## src/design/ltb_alu.sv

```systemverilog
// Shared cursor step unit: next cursor and end-of-run compare.
module ltb_alu #(
	parameter int NW = 17
) (
	input  logic [NW-1:0] cur,
	input  logic [NW-1:0] lim,
	output logic [NW-1:0] nxt,
	output logic          hit
);
	assign nxt = cur + NW'(1);
	assign hit = (cur == lim);
endmodule

```

## config.mk

```make
export PLATFORM = sky130hd
export DESIGN_NAME = ltb_alu
export DESIGN_NICKNAME = d
export VERILOG_FILES = /design/src/design/ltb_alu.sv
export SDC_FILE = /design/constraint.sdc
export NUM_CORES = 1
export LEC_CHECK = 0
export BUFFER_PORTS_ARGS = -buffer_cell sky130_fd_sc_hd__buf_2
export CORE_MARGIN = 1.5
export CORE_UTILIZATION = 38
export DETAILED_ROUTE_END_ITERATION = 8
export GPL_ROUTABILITY_DRIVEN = 0
export GPL_TIMING_DRIVEN = 0
export PLACE_DENSITY = 0.83
export SETUP_SLACK_MARGIN = 0.2
export SLEW_MARGIN = 0
export SYNTH_ARGS = -nofsm -noshare
export SYNTH_HDL_FRONTEND = slang
export SYNTH_SLANG_ARGS = --single-unit
export TNS_END_PERCENT = 20
```

## constraint.sdc

```tcl
create_clock -name vclk -period 1.9
set_input_delay 0.095 -clock vclk [all_inputs]
set_output_delay 0.095 -clock vclk [all_outputs]
set_load 0.02 [all_outputs]
```

==> out/metrics.yaml <==
cp_data_required_time_ps: 1800
p_switching_w: 0.0000996
relSlewSlack: 0.787
switching_share: 0.567
grt_use_total: 0.190
ys_types: 18
hpwl_um: 1290
met1_usage: 0.236
combPwrFrac: 1.000
cp-start-kind: "input pin"
nFlopsAndLatches: 0
yosys.area.top_type: "xor2_1"
core_area_sq_um: 1170
wl_um: 1490
syn_area_per_cell_sq_um: 7.49
yosys_warnings: 0
die_h_um: 39.3
rows: 12
grt.overflow.total: 0
drt_first_iter_violations: 2
regArea_sq_um: 0
hold_start: "cur[16]"
synthesis.area_sq_um: 502
fillers: 106
grt_max_degree: 7
post_cts_buffers: 0
tns_ps: 0
power_density_nw_per_um2: 225
pin_count: 52
drv_slew: 0
power_leakage_nw: 0.398
area_delta_synth_final_pct: 55.4
diodes: 0
ir_drop_uv: 115
max_freq_mhz: 632
cts_hold_buf: 0
finalSetupViolCount: 0
drtAntennaViolNets: 0
grt_pass1_wl_um: 2080
cp-end-kind: "output pin"
start_util: 0.428
cap_violations: 0
critPathKind: "in2out"
synth_area_leaders: "xor2_1 35%, xnor2_1 21%, nand3_1 6.0%, nor4_1 5.0%, nor4_4 4.2%"
hold_violations: 0
yosysMostFrequentCell: "xor2_1"
grt_use_met3: 0
cts_resized: 0
hold_end: "nxt[16]"
synth.net_count: 102
yosysSeqAreaShare: 0
wl_per_cell_um: 11.3
grt_use_met2: 0.379
status: "completed"
via_count: 628
p_clk_frac: 0
finalCritPeriodShare: 0.833
power_w: 0.000176
seq_power_share: 0
p_int_w: 0.0000762
grt_pass1_vias: 488
multi_input_area_sq_um: 485
tightestPinTransition_ps: 316
rsz0062_at_grt: "false"
place.port_buffers: 51
drive_above_1_share: 0.500
grt-busiest-layer: "met2"
die_area_sq_um: 1550
antenna_found_initial: 0
crit_fanout: 5
syn_inst: 67
min_path_cells: 3
min_period_ps: 1580
crit_arrival_ps: 1490
die_w_um: 39.3
synth_common_cells: "20 x xor2_1, 12 x xnor2_1, 6 x nand3_1, 4 x nand2_1, 4 x nor4_1"
hold_path_class: "in2out"
first_pass_iters: 4
nNetsFinal: 155
synth_top_area_frac: 0.349
clkbuf_count: 0
drc: 0
vias_per_cell: 4.76
[power by group through the flow]
stage,combinational [W],sequential (W),clock [W]
after floorplan,0.0000921,0,0
after global placement,0.000170,0,0
after detailed placement,0.000175,0,0
after CTS,0.000175,0,0
after global routing,0.000193,0,0
final,0.000176,0,0
[worst max path at each step]
stage | slack, ps | depth (start not counted) | startpoint | endpoint
2_1_floorplan | 480 | 5 | cur[2] | hit
3_3_place_gp | 400 | 7 | cur[0] | nxt[14]
3_5_place_dp | 320 | 7 | cur[0] | nxt[14]
4_1_cts | 320 | 7 | cur[0] | nxt[14]
5_1_grt | 230 | 7 | cur[0] | nxt[14]
6_report | 320 | 7 | cur[0] | nxt[14]
[worst max-delay path: stages]
cell	delay (ps)
buf_2	140
ha_2	210
nand4_1	130
or2_1	300
nor3_2	210
xor2_1	220
buf_4	180
[layer usage]
metal / vias up / routed length, um
met5: - / 0
met4: 0 / 0
met3: 0 / 111
met2: 29 / 737
met1: 269 / 641
li1: 330 / -
[through the flow]
step | setup WS (ps) | hold WS [ps] | area (sq um) | utilization | instances
floorplan | 480 | 267 | 502 | - | 67
global placement | 403 | 503 | 774 | 0.661 | 132
detailed placement | 317 | 510 | 774 | 0.661 | 132
CTS | 320 | 510 | 774 | 0.661 | 132
global route | 234 | 534 | 779 | 0.666 | 132
finish | 318 | 507 | 779 | 0.666 | 132
[layout make-up]
cell class / count / area share
buffer: 1 / 0.00963
inverter: 3 / 0.0144
multi-input combinational: 63 / 0.623
tap: 14 / 0.0225
timing repair buffer: 51 / 0.331
[cell families after synthesis]
| group | share of synthesized area |
|---|---|
| buf+inv | 0.0374 |
| xor+xnor | 0.559 |
| fa+ha+maj | 0.0249 |
| simple gates | 0.379 |
[layout by cell type (no fill, tap or decap), types with 3 or more instances in the layout]
| cell | instances |
|---|---|
| inv_1 | 3 |
| nand4_1 | 3 |
| xnor2_1 | 12 |
| nand2_1 | 4 |
| buf_2 | 50 |
| nand3_1 | 6 |
| nor4_1 | 4 |
| xor2_1 | 20 |
No activity file was read; power rests on OpenSTA's default activity.
